===== src/spcd_pkg.sv =====
`default_nettype none

package spcd_pkg;

    localparam int unsigned LEN_W  = 33;  // floor square root of a 66-bit sum
    localparam int unsigned RAD_W  = 66;  // sum of three 64-bit squares
    localparam int unsigned REM_W  = 36;  // square root partial remainder
    localparam int unsigned QUO_W  = 15;  // normal magnitude, at most 16384
    localparam int unsigned DIVR_W = 48;  // divider partial remainder
    localparam int unsigned SEP_W  = 35;  // unsaturated separation
    localparam int unsigned PROD_W = 51;  // normal times scaled radius
    localparam int unsigned RND_W  = 37;  // rounded offset along the normal
    localparam int unsigned SUM_W  = 38;  // centre plus offset before saturation

    typedef struct packed {
        logic        [15:0] first_id;
        logic        [15:0] second_id;
        logic signed [31:0] first_x;
        logic signed [31:0] first_y;
        logic signed [31:0] first_z;
        logic signed [31:0] second_x;
        logic signed [31:0] second_y;
        logic signed [31:0] second_z;
        logic        [30:0] first_radius;
        logic        [30:0] second_radius;
    } t_in_item;

    typedef struct packed {
        logic        [15:0] out_first_id;
        logic        [15:0] out_second_id;
        logic signed [31:0] point_x;
        logic signed [31:0] point_y;
        logic signed [31:0] point_z;
        logic signed [15:0] normal_x;
        logic signed [15:0] normal_y;
        logic signed [15:0] normal_z;
        logic signed [31:0] separation;
    } t_out_item;

    // Payload that rides along the square root cells.
    typedef struct packed {
        logic [2:0]       sgn;
        logic [2:0][31:0] mag;
        logic [2:0][31:0] s2;
        logic [30:0]      r1;
        logic [30:0]      r2;
        logic [15:0]      id1;
        logic [15:0]      id2;
        logic             zero;
    } t_sq_carry;

    // Payload that rides along the divider cells.
    typedef struct packed {
        logic [2:0]              sgn;
        logic [2:0][31:0]        s2;
        logic signed [SEP_W-1:0] k2;
        logic signed [SEP_W-1:0] sep;
        logic [15:0]             id1;
        logic [15:0]             id2;
    } t_dv_carry;

    function automatic logic [31:0] sat32(input logic signed [SUM_W-1:0] v);
        logic signed [SUM_W-1:0] hi_lim;
        logic signed [SUM_W-1:0] lo_lim;
        hi_lim = SUM_W'(64'sh7FFF_FFFF);
        lo_lim = -SUM_W'(64'sh8000_0000);
        if (v > hi_lim) begin
            return 32'h7FFF_FFFF;
        end else if (v < lo_lim) begin
            return 32'h8000_0000;
        end else begin
            return v[31:0];
        end
    endfunction

endpackage

`default_nettype wire


===== src/spcd_sqrt_cell.sv =====
`default_nettype none

// One digit of a restoring square root: takes one bit pair of the radicand.
module spcd_sqrt_cell #(
    parameter int unsigned IDX = 0
) (
    input  wire logic                              i_clk,
    input  wire logic                              i_rst_n,
    input  wire logic                              i_en,
    input  wire logic                              i_valid,
    input  wire logic [spcd_pkg::RAD_W-1:0]        i_rad,
    input  wire logic [spcd_pkg::REM_W-1:0]        i_rem,
    input  wire logic [spcd_pkg::LEN_W-1:0]        i_root,
    input  wire spcd_pkg::t_sq_carry               i_carry,
    output logic                                   o_valid,
    output logic [spcd_pkg::RAD_W-1:0]             o_rad,
    output logic [spcd_pkg::REM_W-1:0]             o_rem,
    output logic [spcd_pkg::LEN_W-1:0]             o_root,
    output spcd_pkg::t_sq_carry                    o_carry
);

    logic                          r_valid;
    logic [spcd_pkg::RAD_W-1:0]    r_rad;
    logic [spcd_pkg::REM_W-1:0]    r_rem;
    logic [spcd_pkg::LEN_W-1:0]    r_root;
    spcd_pkg::t_sq_carry           r_carry;

    logic [spcd_pkg::REM_W-1:0]    n_rem;
    logic [spcd_pkg::LEN_W-1:0]    n_root;
    logic [spcd_pkg::REM_W-1:0]    rem_sh;
    logic [spcd_pkg::REM_W-1:0]    trial;

    always_comb begin
        rem_sh = {i_rem[spcd_pkg::REM_W-3:0], i_rad[2*IDX+1 -: 2]};
        trial  = {1'b0, i_root, 2'b01};
        if (rem_sh >= trial) begin
            n_rem  = rem_sh - trial;
            n_root = {i_root[spcd_pkg::LEN_W-2:0], 1'b1};
        end else begin
            n_rem  = rem_sh;
            n_root = {i_root[spcd_pkg::LEN_W-2:0], 1'b0};
        end
    end

    always_ff @(posedge i_clk) begin
        if (!i_rst_n) begin
            r_valid <= 1'b0;
        end else if (i_en) begin
            r_valid <= i_valid;
        end
    end

    always_ff @(posedge i_clk) begin
        if (i_en) begin
            r_rad   <= i_rad;
            r_rem   <= n_rem;
            r_root  <= n_root;
            r_carry <= i_carry;
        end
    end

    assign o_valid = r_valid;
    assign o_rad   = r_rad;
    assign o_rem   = r_rem;
    assign o_root  = r_root;
    assign o_carry = r_carry;

endmodule

`default_nettype wire


===== config.mk =====
export PLATFORM = sky130hd
export DESIGN_NAME = spcd_sqrt_cell
export DESIGN_NICKNAME = d
export VERILOG_FILES = /design/src/spcd_pkg.sv /design/src/spcd_sqrt_cell.sv
export SDC_FILE = /design/constraint.sdc
export NUM_CORES = 1
export LEC_CHECK = 0
export BUFFER_PORTS_ARGS = -buffer_cell sky130_fd_sc_hd__buf_2
export CAP_MARGIN = 20
export CORE_AREA = 3 3 333 335
export DETAILED_ROUTE_END_ITERATION = 7
export DIE_AREA = 0 0 336 338
export GPL_TIMING_DRIVEN = 0
export PLACE_DENSITY = 0.3
export RECOVER_POWER = 25
export SYNTH_ARGS = -nofsm -noshare
export SYNTH_HDL_FRONTEND = slang
export SYNTH_SLANG_ARGS = --single-unit
export TNS_END_PERCENT = 5

===== constraint.sdc =====
create_clock -name i_clk -period 3.6 [get_ports i_clk]
set_clock_uncertainty 0.1 [all_clocks]
set_input_delay 0.18 -clock i_clk [delete_from_list [all_inputs] [get_ports i_clk]]
set_output_delay 0.18 -clock i_clk [all_outputs]
set_load 0.05 [all_outputs]

==> metrics.txt <==
outcome finished clean; CTS root buf clkbuf_16; layout cell share with drive strength beyond 1 0.452; cell taking the most area after synthesis edfxtp_1; first-pass GRT wire length 95.7 mm; share of total power in sequential cells 0.409; Reg2Reg Setup Slack 2.32 ns; LEAKAGE 11.5 nW; clk slew on worst S/H paths 0.06 ns; die height 338 µm; Worst Setup Path Type primary input to flip-flop; final hold violations 0; CP startpoint i_root[17]; Post-Syn Instances 774; crit path launch type primary input; most area-consuming cells after synthesis edfxtp_1 83%, ha_1 2.8%, mux2_4 2.5%; P_int 10.1 mW; Layout Nets 2577; Syn-to-layout area delta 78.8%; postcts setup bufs 0; H-tree levels 2; Hold Path Cell Cnt 6; DRC Markers 0; Clk pwr share 0.363; clock buffer depth 3; peak supply drop 0.342 mV; I/O pin total 855; Design Area, Final 27600 µm²; Worst Setup End Kind flip-flop; Post-synth ARST share 0; Synth Area per Inst 20.0 µm²; antenna-violating nets left 0; post-synth cell types 64; Seq cells post-synth 426; DR vias 12300; RePlAce Congestion 0.803; most frequent cells after synthesis 425 x edfxtp_1, 47 x inv_1, 35 x ha_1, 30 x a21oi_1, 27 x nand2_1; Starting DRT DRC Count 558; RR Endpoint o_valid; Syn Nets 1238; Yosys top cell area share 0.826; f_max 0.291 GHz; Filler cells 11500; initial antenna violation count 26; TritonCTS clock tree built; dpl hpwl 56.1 mm; Max FO, Critical Path 10; DP Cell Count 3044; max-slew violations 0; Critical Path RT 3.85 ns; RSZ-0062 raised after global routing false; Initial Util 0.142; HP Start i_root[32]; Hold/Removal Path Class primary input to flip-flop; clock latency on the worst-skew pair 0.63 ns; top_reg_cell synth edfxtp_1; grt ovf 0; Via-to-Cell Ratio 3.44; Core ar. 108000 µm²; power density over the cells 537 nW/µm²; Arrival @ worst endpoint 3.68 ns; largest net degree at the start of global routing 120; final non-filler cell total 3587; dpl cell area 21600 µm²; die area 114000 µm²; vias in the first global route 13100; top-count cell post-synth edfxtp_1; Slew @ Worst Pin 0.765 ns; Ys Warns 0; Mapped Area 15400 µm²; clock sink count 426; Worst R2R Path Depth 3; Final min period 3.43 ns; CTS Buf Count 56; total power 14.8 mW; Net Sw Frac 0.321; Rel. slew slack 0.490; drt first pass iters 4; register area share after synthesis 0.828; Die X 336 µm; all-layer global routing usage 0.118; Max-cap violations 0; period utilization 0.953; FP Rows 121; WL/cell 19.8 µm; Sw Pwr 4.76 mW; final setup fails 0; number of synthesized flops with an enable pin 425; Comb power frac 0.228; Detailed Route WL 71.1 mm; hold worst-path end o_rem[35]; FF-to-FF Start o_valid; I/O Buffers 852
-- sequential cells by signal, summed over array words and instances, names as in the netlist --
| register | flops |
|---|---|
| o_carry | 290 |
| o_rad | 66 |
| o_rem | 36 |
| o_root | 33 |
| o_valid | 1 |
-- final cells by class --
cell class                 instances  area, µm²  share of cell area
multi-input combinational        291       2380              0.0864
inverter                          48        188             0.00680
sequential                       426      12800               0.463
tap                             1414       1770              0.0641
timing repair buffer            1281       8610               0.312
clock buffer                      69       1450              0.0525
clock inverter                    35        297              0.0107
buffer                             9       96.3             0.00349
antenna                           14       35.0             0.00127
-- metal layers --
| metal | vias to the layer above | track usage | share of wire |
|---|---|---|---|
| li1 | 5714 | - | - |
| met2 | 465 | 0.209 | 0.51 |
| met1 | 6027 | 0.134 | 0.39 |
| met5 | - | 0 | 0.0021 |
| met4 | 24 | 0.0403 | 0.030 |
| met3 | 111 | 0.0377 | 0.075 |
-- repair_timing --
item | in CTS | in global routing
resized for setup | 0 | 2
hold buffers | 425 | 0
endpoints found under the setup margin | 0 | 1
hold endpoints to repair | 471 | 0
-- kinds of logic after synthesis --
logic type | share of synthesized area
buffers and inverters | 0.0184
muxes | 0.0315
DFF | 0.828
xor gates and xnor gates | 0.0176
AOI/OAI and AO/OA | 0.0464
and+or+nand+nor | 0.0300
adders and majority gates | 0.0284
-- through the flow --
stage | TNS, ns | util | worst slack, ns | hold slack (ns)
4_1_cts | 0 | 0.255 | 0.0554 | 0.0672
2_1_floorplan | 0 | - | 0.634 | 0.179
3_3_place_gp | -1995.52 | 0.198 | -4.81 | 0.258
5_1_grt | 0 | 0.255 | 0.0522 | 0.0968
6_report | 0 | 0.255 | 0.168 | 0.131
3_5_place_dp | -0.367 | 0.199 | -0.0379 | 0.258
-- critical path, cell delays in order --
cell,delay [ns]
dlygate4sd3_1,0.52
clkbuf_1,0.22
inv_1,0.08
ha_1,0.27
clkbuf_1,0.18
a21oi_1,0.23
o21ai_1,0.12
nor3b_1,0.15
o41ai_1,0.53
o211a_4,0.31
o31a_4,0.15
o211a_4,0.20
inv_8,0.07
buf_12,0.16
mux2_4,0.30
-- power groups by stage --
stage / registers [mW] / clock network [mW] / logic [mW]
global placement: 6.23 / 0 / 3.02
global route: 6.10 / 5.84 / 3.56
CTS: 6.06 / 5.64 / 3.46
detailed placement: 6.16 / 0 / 3.03
finish: 6.06 / 5.38 / 3.39
floorplan: 7.67 / 0 / 0.465
-- cells in the final DEF (no fill, tap or decap), types with 3 or more instances in the layout --
master | netlist | final
buf_12 | 3 | 3
a21oi_1 | 30 | 30
clkinv_2 | 0 | 13
and3_2 | 3 | 3
clkbuf_1 | 2 | 35
ha_1 | 35 | 35
buf_2 | 2 | 832
o21ai_0 | 18 | 17
edfxtp_1 | 425 | 425
mux2_2 | 5 | 5
o21a_1 | 6 | 6
mux2_4 | 26 | 26
nand2_1 | 27 | 27
buf_16 | 0 | 4
clkbuf_16 | 0 | 56
dlygate4sd3_1 | 0 | 425
clkinvlp_4 | 0 | 3
o211ai_1 | 5 | 5
nor2_1 | 15 | 15
clkinv_1 | 0 | 10
nand4_1 | 7 | 7
nor2b_1 | 3 | 3
nand3_1 | 9 | 9
or2_2 | 3 | 3
inv_1 | 47 | 47
and3_1 | 3 | 3
bufinv_16 | 0 | 3
a21o_1 | 9 | 9
mux2i_1 | 4 | 4
diode_2 | 0 | 14
xor2_1 | 13 | 13
nor3_1 | 7 | 7
and2_1 | 3 | 3
o21bai_1 | 4 | 4
xnor2_1 | 18 | 18
-- how the worst max path moves through the flow --
stage                           end  slack (ns)  cells past startpoint
after CTS                 o_rem[16]        0.06                     13
after floorplan           o_rem[10]        0.63                     12
after global placement      o_valid       -4.81                      3
after detailed placement  o_rem[35]       -0.04                     11
final                     o_rem[16]        0.17                     15
after global routing      o_rem[16]        0.05                     13
Power figures use the tool's default switching activity.
