### src/spcd_pkg.sv
`default_nettype none

package spcd_pkg;

    localparam int unsigned LEN_W  = 33;  // floor square root of a 66-bit sum
    localparam int unsigned RAD_W  = 66;  // sum of three 64-bit squares
    localparam int unsigned REM_W  = 36;  // square root partial remainder
    localparam int unsigned QUO_W  = 15;  // normal magnitude, at most 16384
    localparam int unsigned DIVR_W = 48;  // divider partial remainder
    localparam int unsigned SEP_W  = 35;  // unsaturated separation
    localparam int unsigned PROD_W = 51;  // normal times scaled radius
    localparam int unsigned RND_W  = 37;  // rounded offset along the normal
    localparam int unsigned SUM_W  = 38;  // centre plus offset before saturation

    typedef struct packed {
        logic        [15:0] first_id;
        logic        [15:0] second_id;
        logic signed [31:0] first_x;
        logic signed [31:0] first_y;
        logic signed [31:0] first_z;
        logic signed [31:0] second_x;
        logic signed [31:0] second_y;
        logic signed [31:0] second_z;
        logic        [30:0] first_radius;
        logic        [30:0] second_radius;
    } t_in_item;

    typedef struct packed {
        logic        [15:0] out_first_id;
        logic        [15:0] out_second_id;
        logic signed [31:0] point_x;
        logic signed [31:0] point_y;
        logic signed [31:0] point_z;
        logic signed [15:0] normal_x;
        logic signed [15:0] normal_y;
        logic signed [15:0] normal_z;
        logic signed [31:0] separation;
    } t_out_item;

    // Payload that rides along the square root cells.
    typedef struct packed {
        logic [2:0]       sgn;
        logic [2:0][31:0] mag;
        logic [2:0][31:0] s2;
        logic [30:0]      r1;
        logic [30:0]      r2;
        logic [15:0]      id1;
        logic [15:0]      id2;
        logic             zero;
    } t_sq_carry;

    // Payload that rides along the divider cells.
    typedef struct packed {
        logic [2:0]              sgn;
        logic [2:0][31:0]        s2;
        logic signed [SEP_W-1:0] k2;
        logic signed [SEP_W-1:0] sep;
        logic [15:0]             id1;
        logic [15:0]             id2;
    } t_dv_carry;

    function automatic logic [31:0] sat32(input logic signed [SUM_W-1:0] v);
        logic signed [SUM_W-1:0] hi_lim;
        logic signed [SUM_W-1:0] lo_lim;
        hi_lim = SUM_W'(64'sh7FFF_FFFF);
        lo_lim = -SUM_W'(64'sh8000_0000);
        if (v > hi_lim) begin
            return 32'h7FFF_FFFF;
        end else if (v < lo_lim) begin
            return 32'h8000_0000;
        end else begin
            return v[31:0];
        end
    endfunction

endpackage

`default_nettype wire

### src/spcd_div_cell.sv
`default_nettype none

// One quotient bit of a restoring divider, for all three normal components.
module spcd_div_cell #(
    parameter int unsigned K = 0
) (
    input  wire logic                                i_clk,
    input  wire logic                                i_rst_n,
    input  wire logic                                i_en,
    input  wire logic                                i_valid,
    input  wire logic [spcd_pkg::LEN_W-1:0]          i_den,
    input  wire logic [2:0][spcd_pkg::DIVR_W-1:0]    i_rem,
    input  wire logic [2:0][spcd_pkg::QUO_W-1:0]     i_quo,
    input  wire spcd_pkg::t_dv_carry                 i_carry,
    output logic                                     o_valid,
    output logic [spcd_pkg::LEN_W-1:0]               o_den,
    output logic [2:0][spcd_pkg::DIVR_W-1:0]         o_rem,
    output logic [2:0][spcd_pkg::QUO_W-1:0]          o_quo,
    output spcd_pkg::t_dv_carry                      o_carry
);

    logic                                 r_valid;
    logic [spcd_pkg::LEN_W-1:0]           r_den;
    logic [2:0][spcd_pkg::DIVR_W-1:0]     r_rem;
    logic [2:0][spcd_pkg::QUO_W-1:0]      r_quo;
    spcd_pkg::t_dv_carry                  r_carry;

    logic [2:0][spcd_pkg::DIVR_W-1:0]     n_rem;
    logic [2:0][spcd_pkg::QUO_W-1:0]      n_quo;
    logic [spcd_pkg::DIVR_W-1:0]          den_sh;

    always_comb begin
        den_sh = spcd_pkg::DIVR_W'(i_den) << K;
        for (int a = 0; a < 3; a++) begin
            n_rem[a] = i_rem[a];
            n_quo[a] = i_quo[a];
            if (i_rem[a] >= den_sh) begin
                n_rem[a]    = i_rem[a] - den_sh;
                n_quo[a][K] = 1'b1;
            end
        end
    end

    always_ff @(posedge i_clk) begin
        if (!i_rst_n) begin
            r_valid <= 1'b0;
        end else if (i_en) begin
            r_valid <= i_valid;
        end
    end

    always_ff @(posedge i_clk) begin
        if (i_en) begin
            r_den   <= i_den;
            r_rem   <= n_rem;
            r_quo   <= n_quo;
            r_carry <= i_carry;
        end
    end

    assign o_valid = r_valid;
    assign o_den   = r_den;
    assign o_rem   = r_rem;
    assign o_quo   = r_quo;
    assign o_carry = r_carry;

endmodule

`default_nettype wire

### config.mk
export PLATFORM = sky130hd
export DESIGN_NAME = spcd_div_cell
export DESIGN_NICKNAME = d
export VERILOG_FILES = /design/src/spcd_pkg.sv /design/src/spcd_div_cell.sv
export SDC_FILE = /design/constraint.sdc
export NUM_CORES = 1
export LEC_CHECK = 0
export BUFFER_PORTS_ARGS = -buffer_cell sky130_fd_sc_hd__buf_2
export CELL_PAD_IN_SITES_DETAIL_PLACEMENT = 2
export CELL_PAD_IN_SITES_GLOBAL_PLACEMENT = 2
export CORE_AREA = 4 4 325 327
export DETAILED_ROUTE_END_ITERATION = 8
export DIE_AREA = 0 0 329 331
export MAX_ROUTING_LAYER = met4
export PLACE_DENSITY_LB_ADDON = 0.1
export SETUP_SLACK_MARGIN = 0.02
export SLEW_MARGIN = 20
export SYNTH_ARGS = -nofsm -noshare
export SYNTH_HDL_FRONTEND = slang
export SYNTH_SLANG_ARGS = --single-unit
### constraint.sdc
create_clock -name i_clk -period 2.92 [get_ports i_clk]
set_input_delay 0.146 -clock i_clk [delete_from_list [all_inputs] [get_ports i_clk]]
set_output_delay 0.146 -clock i_clk [all_outputs]
set_load 0.02 [all_outputs]
==> results.toml, run 1 <==
[outcome]
status = "completed"

[global_routing]
antenna_found_initial = 28
grt_max_degree = 99
grt_usage = 0.2124
grt_overflow_total = 0
grt_pass1_wl_microns = 165100
grt_pass1_vias = 23110

[yosys]
ys_seq_area_frac = 0.6201
netlist_area_sq_um = 20520
ys_warn_count = 0
avgSynthCellArea_sq_um = 12.35
yosysUniqueCellTypes = 73
synth_cells = 1661
yosysTopAreaCell = "edfxtp_1"
synth_edf_count = 423
ys_async_sr_fraction = 0
synth_fp_nets = 2190
ys_top_cells_by_area = "edfxtp_1 (62%), ha_1 (6.0%), a21oi_1 (4.1%)"
yosysTopAreaCellShare = 0.6191
yosys_most_used_dff = "edfxtp_1"
ys_ff_latch = 424

[clock_tree]
cts_max_level = 2
clkTransAtPathRegs_ps = 60
cts_tree = "built"
cts_buffer_depth = 3
clock_sinks = 424
worstSkewPairLatency_ps = 640
clockRootBuffer = "clkbuf_16"
numCtsBuffers = 56

[routing]
route.detailed.drc = 0
wirelength_microns = 117900
vias_per_cell = 4.283
drtIter0Drc = 760
routedWlPerCell_microns = 24.56
detail_route.first_pass.iterations = 6
drtAntennaViolNets = 0
vias = 20560

[place]
hpwl_microns = 93290
portBuffers = 850
place_inst = 4238
globalplace.congestion = 0.8494

[worst_setup_path]
start_kind = "input pin"
crit_chain = "dlygate4sd3_1 -> buf_2 -> ha_1 -> and3_4 -> or4b_2 -> a21oi_1 -> o21a_1 -> o41ai_4 -> a211o_1 -> buf_4 -> nor2_1 -> xor2_1"
critPathMaxStageDelay_ps = 640
worstPathArrival_ps = 3250
crit_slowest_cell = "or4b_2"
endpoint_kind = "flip-flop"
critical_path_required_ps = 3310
cp_max_fo = 4
path_class = "in -> reg"

[floorplan]
rows = 118
die_area_sq_um = 108900
start_util = 0.1994
io_pins = 851
fp.dieW_microns = 329
fp.dieH_microns = 331
core_region_area_sq_um = 102900

[power]
switching_share = 0.3086
p_per_area_nw_per_um2 = 556.8
p_int_uw = 13870
comb_power_share = 0.257
cellLeakagePower_uw = 0.01550
max-vdd-ir-drop_uv = 489.7
p_switching_uw = 6192
seqPwrFrac = 0.381
clock_power_share = 0.362

[final_layout]
synthToLayoutAreaGrowth_pct = 75.65
drive_above_1_share = 0.4184
final_cell_mix = "buf_2 (847), dlygate4sd3_1 (425), edfxtp_1 (423)"
final_net_count = 3878
final_cells = 4800
layout_commonest_cell = "buf_2"
n_fill_cell = 11220

[sta]
rsz0062_at_grt = "yes"
finClkSkew_ps = 0
worst_pin_slew_ps = 592.4
layout_min_cycle_time_ps = 2860
period_share = 0.9796
whs_ps = 69.48
hold_viol = 0
fmax_mhz = 349.6
maxSlewHeadroom = 0.6050
finalSetupViolations = 0
report.final.slew_viol_count = 0

[min_path]
hp-class = "in -> reg"

[flow_run]
maxCapViolCount = 0
-- final timing paths --
kind	startpoint	end	slack, ps	cells past startpoint
worst max-delay path	i_rem[16]	o_rem[40]	60	12
worst min-delay path	i_rem[97]	o_rem[97]	70	4
worst max register to register	o_valid	o_valid	1670	3
worst min register to register	o_valid	o_valid	1160	3
-- logic make-up after synthesis --
group	Yosys count	share of synthesized area
xor gates and xnor gates	134	0.05720
adders and majority gates	102	0.06330
and+or+nand+nor	465	0.1083
AOI/OAI and AO/OA	411	0.1208
muxes	16	0.008599
DFF	424	0.6201
buffers and inverters	109	0.02171
-- Yosys cell counts, drive strengths merged, types with 7 or more instances --
library cell,n
a21oi,167
a21o,31
o21ai,96
a211oi,9
inv,62
o21a,16
nor4,14
nor2,126
a31oi,16
nand2b,23
or3,18
buf,14
o211ai,9
xnor2,68
nand2,143
nand3,26
or2,7
xor2,66
o21bai,18
ha,99
mux2,13
and3,12
clkbuf,33
nor3,31
and2,11
edfxtp,423
nand4,27
nor2b,8
-- power by group through the flow --
stage / sequential [uW] / combinational (uW) / clock [uW]
detailed placement: 7740 / 4640 / 0
finish: 7640 / 5160 / 7260
global placement: 7740 / 4580 / 0
global route: 7690 / 5570 / 7780
CTS: 7630 / 5180 / 7500
floorplan: 8530 / 1280 / 0
-- final cells by class --
| type | instances | area, sq um | area share |
|---|---|---|---|
| Antenna cell | 26 | 65.06 | 0.001805 |
| Clock buffer | 70 | 1494 | 0.04145 |
| Clock inverter | 33 | 397.9 | 0.01104 |
| Inverter | 62 | 232.7 | 0.006458 |
| Multi-Input combinational cell | 1128 | 7691 | 0.2134 |
| Sequential cell | 424 | 12720 | 0.3530 |
| Tap cell | 1380 | 1727 | 0.04791 |
| Timing Repair Buffer | 1677 | 11710 | 0.3249 |
-- worst max-delay path, delay by kind of cell --
family / cells / cell delay [ps]
AND/OR/NAND/NOR: 3 / 990
buffers and inverters: 3 / 840
XOR/XNOR: 1 / 80
adder cells (fa/ha/maj): 1 / 310
AO/OA/AOI/OAI: 4 / 870
-- sequential cells by signal, summed over array words and instances (netlist names) --
signal	cells
o_carry	201
o_rem	144
o_quo	45
o_den	33
o_valid	1
-- routing by layer --
| layer | routed length (microns) | vias up | part of all wire | GRT usage |
|---|---|---|---|---|
| li1 | - | 9641 | - | - |
| met1 | 44980 | 10210 | 0.38 | 0.2262 |
| met2 | 62040 | 565 | 0.53 | 0.3873 |
| met3 | 6612 | 146 | 0.056 | 0.05049 |
| met4 | 4272 | 0 | 0.036 | 0.06932 |
| met5 | 0 | - | 0 | - |
-- per-stage QoR --
stage          total power [uW]  worst slack (ps)  TNS, ps  cell area (sq um)    util
2_1_floorplan              9813             68.64        0              20530       -
3_3_place_gp              12320            -512.8   -37400              29440  0.2861
3_5_place_dp              12390            -507.8   -44390              29440  0.2861
4_1_cts                   20310             21.33        0              35590  0.3458
5_1_grt                   21040            -27.89   -58.15              36030  0.3501
6_report                  20060             59.55        0              36040  0.3502
-- what timing repair did --
item / 4_1_cts / 5_1_grt
hold endpoints to repair: 455 / 1
endpoints found under the setup margin: 0 / 106
buffers inserted: 0 / 7
hold buffers: 425 / 2
gates resized for setup: 0 / 67
(Power assumes the default switching activity.)
==> inputs of run 2 (changes only) <==
--- a/config.mk
+++ b/config.mk
@@ -13,8 +13,8 @@
 export DIE_AREA = 0 0 329 331
 export MAX_ROUTING_LAYER = met4
 export PLACE_DENSITY_LB_ADDON = 0.1
+export RECOVER_POWER = 25
 export SETUP_SLACK_MARGIN = 0.02
-export SLEW_MARGIN = 20
 export SYNTH_ARGS = -nofsm -noshare
 export SYNTH_HDL_FRONTEND = slang
 export SYNTH_SLANG_ARGS = --single-unit
==> results.toml, run 2 (synthesized netlist as in run 1, its figures left out) <==
[sta]
finClkSkew_ps = 0
fin_setup_tns_ps = 0
worst_pin_slew_ps = 1392
period_share = 0.9721
finalSetupViolations = 0
maxSlewHeadroom = 0.07208
hold_viol = 0
layout_min_cycle_time_ps = 2838
rsz0062_at_grt = "yes"
fmax_mhz = 352.3
report.final.slew_viol_count = 0

[global_routing]
antenna_found_initial = 28
grt_usage = 0.2124
grt_pass1_wl_microns = 165100
grt_max_degree = 99
grt_overflow_total = 0
grt_pass1_vias = 23110

[min_path]
holdPathStages = 4
hp-class = "in -> reg"
holdPathEnd = "o_rem[97]"
hold_start = "i_rem[97]"

[clock_tree]
clockRootBuffer = "clkbuf_16"
numCtsBuffers = 56
cts_max_level = 2
clock_sinks = 424
worstSkewPairLatency_ps = 640
cts_tree = "built"
clkTransAtPathRegs_ps = 60
cts_buffer_depth = 3

[floorplan]
start_util = 0.1994
io_pins = 851
die_area_sq_um = 108900
rows = 118
core_region_area_sq_um = 102900
fp.dieW_microns = 329
fp.dieH_microns = 331

[worst_setup_path]
regToRegStartpoint = "o_valid"
r2r_setup_slack_ps = 1670
r2r_cells = 3
crit_family = "compound AO/OA/AOI/OAI gates"
rr_endpoint = "o_valid"
critical_path_required_ps = 3310
cp_max_fo = 4
critPathBufInv = 3
start_kind = "input pin"
endpoint_kind = "flip-flop"
crit_chain = "dlygate4sd3_1 -> buf_2 -> ha_1 -> nand2_1 -> or4_1 -> o31ai_2 -> o21a_1 -> o41ai_4 -> a211o_1 -> buf_4 -> nor2_1 -> xor2_1"
crit_slowest_cell = "or4_1"
critPathMaxStageDelay_ps = 640
path_class = "in -> reg"
worstPathArrival_ps = 3230

[final_layout]
postLayoutCellArea_sq_um = 35930
drive_above_1_share = 0.4007
synthToLayoutAreaGrowth_pct = 75.10
largest_reg_flops = 201
final_cell_mix = "buf_2 (790), dlygate4sd3_1 (425), edfxtp_1 (423)"
layout_commonest_cell = "buf_2"
final_net_count = 3878

[routing]
detail_route.first_pass.iterations = 6
vias = 20570
vias_per_cell = 4.286
wirelength_microns = 117800
route.detailed.drc = 0
routedWlPerCell_microns = 24.56
drtAntennaViolNets = 0
drtIter0Drc = 807

[place]
place_area_sq_um = 29440
globalplace.congestion = 0.8494
hpwl_microns = 93290
portBuffers = 850

[outcome]
status = "completed"

[power]
p_per_area_nw_per_um2 = 558.1
cellLeakagePower_uw = 0.01532
max-vdd-ir-drop_uv = 490.7

[flow_run]
maxCapViolCount = 0
run 2: cell count changes in the layout (fill, tap and decap cells not counted):
cell / change
buf_1: +2
buf_12: -1
buf_2: -57
buf_4: -6
buf_8: -1
clkbuf_1: +58
clkbuf_2: +2
clkbuf_4: +3
diode_2: -2
run 2: metal layers:
metal | vias to the layer above | GRT usage | share of wire
met4 | 0 | 0.06932 | 0.036
li1 | 9641 | - | -
met3 | 148 | 0.05049 | 0.057
met2 | 570 | 0.3873 | 0.53
met5 | - | - | 0
met1 | 10210 | 0.2262 | 0.38
run 2: where the power goes:
group	internal, uW	total (uW)	switching (uW)	leakage (uW)
combinational	2150	5150	2990	0.0103
sequential	7450	7640	192	0.00415
clock	4260	7260	3000	0.000903
total	13900	20000	6190	0.0153
run 2: worst max-delay path by stage:
stage / startpoint / endpoint / slack, ps / cells after the start
detailed placement: i_den[19] / o_rem[92] / -510 / 14
global placement: i_den[19] / o_rem[92] / -510 / 14
floorplan: i_rem[0] / o_rem[44] / 70 / 12
CTS: i_rem[18] / o_rem[42] / 20 / 11
finish: i_rem[14] / o_rem[40] / 80 / 12
global route: i_rem[123] / o_rem[138] / -30 / 16
run 2: layout make-up:
type	instances	area [sq um]
fillers	11260	66980
flip-flops and latches	424	12720
repair buffers	1677	11600
multi-input cells	1128	7691
well taps	1380	1727
clock buffers	70	1494
clock inverters	33	397.9
inverters	62	232.7
diodes	24	60.06
run 2: repair_timing:
item                                    4_1_cts  5_1_grt
hold buffers                                425        2
endpoints found under the hold margin       455        1
resized for setup                             0       67
setup buffers                                 0        7
endpoints found under the setup margin        0      106
run 2: per-stage QoR:
step	std cells	util	hold slack, ps	worst slack [ps]	power, uW
floorplan	1661	-	244.9	68.64	9813
global placement	4238	0.2861	323.3	-512.8	12320
detailed placement	4238	0.2861	324.8	-507.8	12390
CTS	4766	0.3458	-188.4	21.33	20310
global route	4797	0.3491	58.18	-27.89	21020
finish	4798	0.3491	69.83	81.58	20050
run 2: tightest hold or removal path, delay by kind of cell:
kind | cells | cell delay, ps
compound gates | 1 | 70
fa+ha+maj | 1 | 160
buf+inv | 2 | 180
==> inputs of run 3 (changes only) <==
--- a/config.mk
+++ b/config.mk
@@ -12,7 +12,7 @@
 export DETAILED_ROUTE_END_ITERATION = 8
 export DIE_AREA = 0 0 329 331
 export MAX_ROUTING_LAYER = met4
-export PLACE_DENSITY_LB_ADDON = 0.1
+export PLACE_DENSITY = 0.59
 export RECOVER_POWER = 25
 export SETUP_SLACK_MARGIN = 0.02
 export SYNTH_ARGS = -nofsm -noshare
==> results.toml, run 3 (synthesized netlist as in run 1, its figures left out) <==
[sta]
report.final.slew_viol_count = 40
hold_viol = 0
worst_pin_slew_ps = 1504
layout_min_cycle_time_ps = 2895
fmax_mhz = 345.4
finalSetupViolations = 0
setup_slack_ps = 24.96
whs_ps = 18.09
maxSlewHeadroom = -0.002690
finClkSkew_ps = 0
period_share = 0.9915

[worst_setup_path]
cp_max_fo = 4
crit_family = "buffers and inverters"
r2r_cells = 3
endpoint_kind = "flip-flop"
worstPathArrival_ps = 3270
path_class = "in -> reg"
crit_chain = "dlygate4sd3_1 -> buf_2 -> ha_4 -> nand4_1 -> nor4_2 -> buf_4 -> o21ai_0 -> a31oi_1 -> buf_4 -> o21ai_1 -> nand2_2 -> buf_4 -> nand4_1 -> buf_4 -> a211oi_2 -> xor2_1"
crit_top_cell = "buf_4"
cp_num_cells = 16
critical_path_required_ps = 3300
critPathMaxStageDelay_ps = 580
crit_slowest_cell = "dlygate4sd3_1"
critPathBufInv = 6
start_kind = "input pin"

[routing]
vias = 20840
detail_route.first_pass.iterations = 7
routedWlPerCell_microns = 26.42
wirelength_microns = 126400
vias_per_cell = 4.354
drtAntennaViolNets = 0
drtIter0Drc = 1052
route.detailed.drc = 0

[floorplan]
start_util = 0.1994
fp.dieH_microns = 331
io_pins = 851
rows = 118
die_area_sq_um = 108900
fp.dieW_microns = 329
core_region_area_sq_um = 102900

[place]
globalplace.congestion = 0.9051
pre_cts_ws_ps = -497.0
portBuffers = 850
place_area_sq_um = 29260
hpwl_microns = 97520
place_inst = 4213

[final_layout]
final_cells = 4785
n_fill_cell = 11240
synthToLayoutAreaGrowth_pct = 74.44
final_cell_mix = "buf_2 (741), dlygate4sd3_1 (426), edfxtp_1 (423)"
largest_reg_flops = 201
layout_commonest_cell = "buf_2"
drive_above_1_share = 0.3837
final_net_count = 3853
postLayoutCellArea_sq_um = 35790

[flow_run]
maxCapViolCount = 1

[global_routing]
grt_pass1_wl_microns = 173600
grt_overflow_total = 0
grt_usage = 0.2271
use_met2 = 0.4052
top_usage_layer = "met2"
antenna_found_initial = 45
grt_pass1_vias = 23270
global_route.usage.met1 = 0.2456
grt_util_met3 = 0.05676
grt_max_degree = 93

[outcome]
status = "finished with violations"
violations = "max-capacitance violations, max-slew violations"

[clock_tree]
clock_sinks = 424
cts_buffer_depth = 3
numCtsBuffers = 55
cts_tree = "built"
cts_max_level = 2
worstSkewPairLatency_ps = 630
clockRootBuffer = "clkbuf_16"
clkTransAtPathRegs_ps = 50

[power]
max-vdd-ir-drop_uv = 400.3
p_per_area_nw_per_um2 = 563.8
cellLeakagePower_uw = 0.01507

[min_path]
holdPathStages = 4
hp-class = "in -> reg"
## run 3: changes by cell type in the layout (fill, tap and decap cells not counted), moves of 5 or more
cell      change
clkbuf_1     +50
buf_2        -49
buf_4        -25
diode_2      +11
clkinv_2      -6
clkinv_1      +5
## run 3: report_power, final
group / switching, uW / leakage [uW] / internal [uW] / total (uW)
sequential: 245 / 0.00415 / 7450 / 7700
clock: 3010 / 0.000900 / 4300 / 7310
combinational: 3040 / 0.0100 / 2130 / 5180
total: 6300 / 0.0151 / 13900 / 20200
## run 3: layer usage
layer  routed length, microns  up-vias
li1                         -     9612
met1                    48560    10430
met2                    64890      623
met3                     7877      170
met4                     5108        0
met5                        0        -
## run 3: worst min-delay path: cells and delay by family
kind	cells	cell delay, ps
compound gates	1	70
fa+ha+maj	1	140
buf+inv	2	150
## run 3: repair_timing
item / CTS / global route
setup endpoints to repair: 0 / 90
endpoints found under the hold margin: 455 / 2
buffers inserted: 0 / 8
resized for setup: 0 / 72
hold buffers: 424 / 2
## run 3: layout make-up
type | instances | area, sq um | area share
Multi-Input combinational cell | 1128 | 7740 | 0.2163
Clock buffer | 72 | 1481 | 0.04139
Clock inverter | 31 | 404.1 | 0.01129
Timing Repair Buffer | 1653 | 11390 | 0.3184
Antenna cell | 35 | 87.58 | 0.002447
Tap cell | 1380 | 1727 | 0.04825
Inverter | 62 | 232.7 | 0.006503
Sequential cell | 424 | 12720 | 0.3555
## run 3: path summary, 6_finish.rpt
check / startpoint / slack [ps] / end
worst min-delay path: i_rem[96] / 20 / o_rem[96]
worst max-delay path: i_rem[113] / 20 / o_rem[141]
worst max register to register: o_valid / 1710 / o_valid
worst min register to register: o_valid / 1140 / o_valid
## run 3: stage by stage
step / setup TNS, ps / power (uW) / util
after floorplan: 0 / 9813 / -
after global placement: -30990 / 12310 / 0.2844
after detailed placement: -38680 / 12420 / 0.2844
after CTS: 0 / 20260 / 0.3439
after global routing: -0.5158 / 21050 / 0.3477
final: 0 / 20180 / 0.3478
